===== src/design/lkc_pkg.sv =====
package lkc_pkg;

    localparam int ENTRIES_DEF = 256;

    // stream widths
    localparam int S_TDATA_W = 192;
    localparam int S_TUSER_W = 2;
    localparam int M_TDATA_W = 40;
    localparam int M_TUSER_W = 1;

    localparam int PID_W  = 32;
    localparam int ADDR_W = 64;
    localparam int PAY_W  = 32;
    localparam int TIME_W = 64;
    localparam int SLOT_W = 8;

    typedef enum logic [1:0] {
        ACT_LOOKUP = 2'd0,
        ACT_PROBE  = 2'd1,
        ACT_STORE  = 2'd2,
        ACT_NOP    = 2'd3
    } t_action;

    // one cache line as held in the entry memory
    typedef struct packed {
        logic [PID_W-1:0]  pid;
        logic [ADDR_W-1:0] addr;
        logic [TIME_W-1:0] stamp;
        logic [PAY_W-1:0]  payload;
    } t_entry;

    typedef struct packed {
        logic load;    // capture the input transfer, reset scan state
        logic scan;    // step the entry scan
        logic commit;  // write back and hand result to output register
    } t_cmd;

    typedef struct packed {
        logic scan_done;
        logic out_free;
    } t_status;

endpackage


===== src/design/lkc_ctrl.sv =====
module lkc_ctrl (
    input  logic              i_clk,
    input  logic              i_rst_n,
    input  logic              i_s_tvalid,
    output logic              o_s_tready,
    output lkc_pkg::t_cmd     o_cmd,
    input  lkc_pkg::t_status  i_status
);

    typedef enum logic [1:0] {
        ST_IDLE,
        ST_SCAN,
        ST_COMMIT
    } t_state;

    t_state r_state, n_state;
    logic   r_ready, n_ready;

    always_comb begin
        n_state = r_state;
        o_cmd   = '0;
        case (r_state)
            ST_IDLE: begin
                if (i_s_tvalid && r_ready) begin
                    o_cmd.load = 1'b1;
                    n_state    = ST_SCAN;
                end
            end
            ST_SCAN: begin
                o_cmd.scan = 1'b1;
                if (i_status.scan_done) begin
                    n_state = ST_COMMIT;
                end
            end
            ST_COMMIT: begin
                // hold here until the output register can take the result
                if (i_status.out_free) begin
                    o_cmd.commit = 1'b1;
                    n_state      = ST_IDLE;
                end
            end
            default: begin
                n_state = ST_IDLE;
            end
        endcase
        n_ready = (n_state == ST_IDLE);
    end

    always_ff @(posedge i_clk) begin
        if (!i_rst_n) begin
            r_state <= ST_IDLE;
            r_ready <= 1'b1;
        end else begin
            r_state <= n_state;
            r_ready <= n_ready;
        end
    end

    assign o_s_tready = r_ready;

endmodule


===== config.mk =====
export PLATFORM = sky130hd
export DESIGN_NAME = lkc_ctrl
export DESIGN_NICKNAME = d
export VERILOG_FILES = /design/src/design/lkc_pkg.sv /design/src/design/lkc_ctrl.sv
export SDC_FILE = /design/constraint.sdc
export NUM_CORES = 1
export LEC_CHECK = 0
export CORE_AREA = 2 2 39 41
export DETAILED_ROUTE_END_ITERATION = 6
export DIE_AREA = 0 0 41 43
export DONT_BUFFER_PORTS = 1
export PLACE_DENSITY = 0.36
export SLEW_MARGIN = 20
export SYNTH_ARGS = -nofsm -noshare
export SYNTH_HDL_FRONTEND = slang
export SYNTH_SLANG_ARGS = --single-unit

===== constraint.sdc =====
create_clock -name i_clk -period 2.1 [get_ports i_clk]
set_input_delay 0 -clock i_clk [delete_from_list [all_inputs] [get_ports i_clk]]
set_output_delay 0 -clock i_clk [all_outputs]
set_load 0.01 [all_outputs]

# After elaboration in Yosys (flattened, before gate mapping)
# Cells that the tools add are included.
# totals
input_bits	5
reg_bits	3
wordCells	16
out_inout_bits	4
# op_classes
n_reduce_logical	3
n_mux	9
eq_ne	2
# op_table
operator	n
2-bit two-way mux	3
2-bit one-hot mux with 3 select lines	1
1-bit two-way mux	5
2-bit logical NOT	2
2-bit by 1-bit == test with 1-bit output (second input constant)	1
2-bit == test (second input constant)	1
1-bit logical AND	1

# Logic depth before layout (Yosys ltp)
# logic_depth
depth_word	4
mapped_depth	2
mapped_depth_nobuf	2

# Worst setup path before layout
# No wires, ideal clock.
# synth_path
path_type	flip-flop to flip-flop
from	register r_state[0]
to	register r_ready (netlist: o_s_tready)
path_slack_ns	1.144
setup_ns	0.117
n_path_buf	0
arrival_ns	0.840
synth_period_minus_slack_ns	0.956
t_required_ns	1.983
path_stages_with_launch	3
path_cell_list	dfxtp_1 -> or3b_1 -> a2bb2oi_1
# synth_between
elab_chain_len	3
elab_cells_between_ends	8
cone_classes	eq/ne: 2; mux: 4; reduce/logical: 2
# synth_lines
item	line_no	source
start: declaration	lkc_ctrl.sv:16	t_state r_state, n_state;
start signal: assignment	lkc_ctrl.sv:54	r_state <= n_state;
2-bit == test, or another cell as far along	lkc_ctrl.sv:22	case (r_state)
2-bit one-hot mux with 3 select lines (*)	lkc_ctrl.sv:22	
2-bit logical NOT (*)	lkc_ctrl.sv:46	n_ready = (n_state == ST_IDLE);
end signal: assignment	lkc_ctrl.sv:55	r_ready <= n_ready;
end: declaration	lkc_ctrl.sv:17	logic r_ready, n_ready;
# Mark *: on every way between the ends. The rest lies on a longest branch, timed or not.
# A chain may end at the register's enable or synchronous reset.

# Final worst setup path
# layout_path
from	register r_state[1]
to	register r_state[1]
# layout_between
elab_chain_len	2
elab_cells_between_ends	7
cone_classes	eq/ne: 2; mux: 4; reduce/logical: 1
# layout_lines
item	line_no
2-bit == test, or another cell as far along	lkc_ctrl.sv:22
2-bit one-hot mux with 3 select lines (*)	lkc_ctrl.sv:22
# Marked as above.

==> flow_metrics.py <==
metrics = {
    "drt": {
        "drc": 0,
        "vias_per_cell": 3.76,
        "final_antenna_net_count": 0,
        "drt-initial-drc-count": 0,
        "firstDrtPassIters": 1,
        "wirelength_um": 399,
        "vias": 154,
        "post_drt_wl_per_cell_um": 9.73,
    },
    "timing": {
        "hold_viol": 0,
        "maxSlewViolCount": 0,
        "grt_setup_unrepaired": "false",
        "max_slew_margin_pct": 73.1,
        "post-route-min-period_ns": 1.49,
        "finalSetupViolations": 0,
        "max_freq_ghz": 0.672,
        "setup_tns_ns": 0,
        "skew_ns": 0.000233,
        "finalCritPeriodShare_pct": 70.9,
        "worst_pin_slew_ns": 0.401,
    },
    "die": {
        "rows": 14,
        "start_util_pct": 11.3,
        "pin_count": 9,
        "dieArea_mm2": 0.00176,
        "fp.dieH_um": 43,
        "placeableCoreArea_mm2": 0.00138,
        "die_w_um": 41,
    },
    "global_route": {
        "grt_max_degree": 9,
        "grt_pass1_vias": 157,
        "antenna_found_initial": 0,
        "grt_usage_pct": 6.11,
        "grt-ovfl-total": 0,
        "grt_pass1_wl_um": 662,
    },
    "logic_synthesis": {
        "mappedNetlistArea_um2": 156,
        "synth.ff_latch_count": 3,
        "async_reset_ff_share_pct": 0,
        "synth_top_area_share_pct": 38.4,
        "synth_cell_types": 13,
        "syn_nets": 22,
        "synthCells": 17,
        "synth_largest_area_cell": "dfxtp_1",
        "synth_most_common_cell": "dfxtp_1",
        "ys.flop_type": "dfxtp_1",
        "seq_area_frac_synth_pct": 38.4,
        "synthTopCellsByCount": "dfxtp_1, and2b_1, nand3b_1",
        "ys_warn_count": 0,
        "synth_area_leaders": "dfxtp_1, and2b_1, nand3b_1",
        "synth_edf_count": 0,
        "synth_area_per_cell_um2": 9.20,
    },
    "clock_tree": {
        "clock-sinks": 3,
        "cts_buffers": 3,
        "cts_htree_levels": 1,
        "clk_latency_ns": 0.23,
        "root_buffer": "clkbuf_4",
        "postCtsSetupBuffers": 0,
        "clk_pin_slew_ns": 0.04,
        "cts_tree": "done",
        "cts_buffer_depth": 2,
        "cts_resized": 0,
        "cts_hold_buf": 4,
    },
    "placement": {
        "dp.cells": 33,
        "port_buffers": 0,
        "gp_congestion": 0.552,
    },
    "job": {
        "maxCapViolCount": 0,
    },
    "min_path": {
        "hold_path_class": "in2reg",
        "holdCritStartpoint": "i_rst_n",
    },
    "worst_setup_path": {
        "slowest_delay_ns": 0.54,
        "crit_path_end_kind": "register",
        "path_buf_inv": 1,
        "critPathRequiredTime_ns": 2.27,
        "critPathLaunch": "r_state[1]",
        "reg2reg_from": "r_state[1]",
        "cp_top_family": "buffers and inverters",
        "arrival_ns": 1.66,
        "crit_chain": "or3b_1, a21oi_1, dlygate4sd3_1",
        "startpoint_type": "register",
        "crit_type": "reg2reg",
        "worstPathMaxFanout": 6,
        "crit_path_top_delay_cell": "dlygate4sd3_1",
    },
    "pwr": {
        "p_per_area_mw_per_mm2": 804,
        "p_leak_nw": 0.108,
        "vdd_drop_max_v": 0.000285,
    },
    "final_layout": {
        "layout.nets": 31,
        "drive_gt1_share_pct": 12.0,
        "diodes": 0,
        "area_delta_synth_final_pct": 55.2,
        "final_cells": 41,
    },
    "status": {
        "status": "finished, final reports clean",
    },
}
-- placed cells by master (no fill, tap or decap) --
cell type	n
a21boi_0	1
nand3b_1	2
or2b_1	1
a2bb2oi_1	1
nor3_1	1
clkbuf_4	3
a21oi_1	1
dfxtp_1	3
and2b_1	2
or3b_1	1
dlygate4sd3_1	4
inv_1	1
a21o_1	1
and3b_1	1
clkbuf_1	1
nand2_1	1
-- logic make-up (layout without fill, tap and decap cells) --
| logic type | after synthesis | count (layout) | share of synthesized area [%] |
|---|---|---|---|
| compound gates | 4 | 4 | 18.4 |
| simple gates | 9 | 9 | 40.8 |
| flops | 3 | 3 | 38.4 |
| buf+inv | 1 | 9 | 2.40 |
-- stage by stage --
stage,hold WS [ns],cell area [um^2],total power (W),util [%],worst slack [ns]
4_1_cts,0.00405,243,0.000200,17.5,0.611
2_1_floorplan,0.103,156,0.0000848,-,1.14
3_3_place_gp,0.116,176,0.0000881,12.7,1.10
5_1_grt,0.0209,243,0.000210,17.5,0.534
6_report,0.0141,243,0.000195,17.5,0.612
3_5_place_dp,0.116,176,0.0000891,12.7,1.08
-- worst register-to-register path, stage by stage (launching register included) --
cell           delay [ns]
dfxtp_1              0.38
or3b_1               0.38
a21oi_1              0.13
dlygate4sd3_1        0.54
-- sequential cells by signal, summed over array words and instances (netlist names) --
name and flops:
o_s_tready 1, r_state 2
-- metal layers --
| layer | track usage [%] | wire [um] |
|---|---|---|
| met1 | 6.71 | 181 |
| met2 | 7.19 | 134 |
| met3 | 8.90 | 83 |
| met4 | 0 | 0 |
| met5 | 0 | 0 |
-- layout make-up --
type / instances / area (um^2)
Sequential cell: 3 / 60.1
Multi-Input combinational cell: 13 / 92.6
Inverter: 1 / 3.75
Timing Repair Buffer: 4 / 40.0
Clock buffer: 4 / 26.3
Fill cell: 156 / 1140
Tap cell: 16 / 20.0
-- power by group --
group	leakage [nW]	total [W]	internal (W)	switching, W
sequential	0.0247	0.0000692	0.0000621	0.00000711
clock	0.0150	0.000100	0.0000712	0.0000292
combinational	0.0685	0.0000257	0.0000155	0.0000102
total	0.108	0.000195	0.000149	0.0000465
-- final timing paths --
kind | slack (ns) | cells after the start | end
worst min-delay path | 0.01 | 2 | o_s_tready
worst max-delay path | 0.61 | 3 | r_state[1]
worst max register to register | 0.61 | 3 | r_state[1]
worst min register to register | 0.65 | 2 | o_s_tready
(Power assumes the default switching activity.)
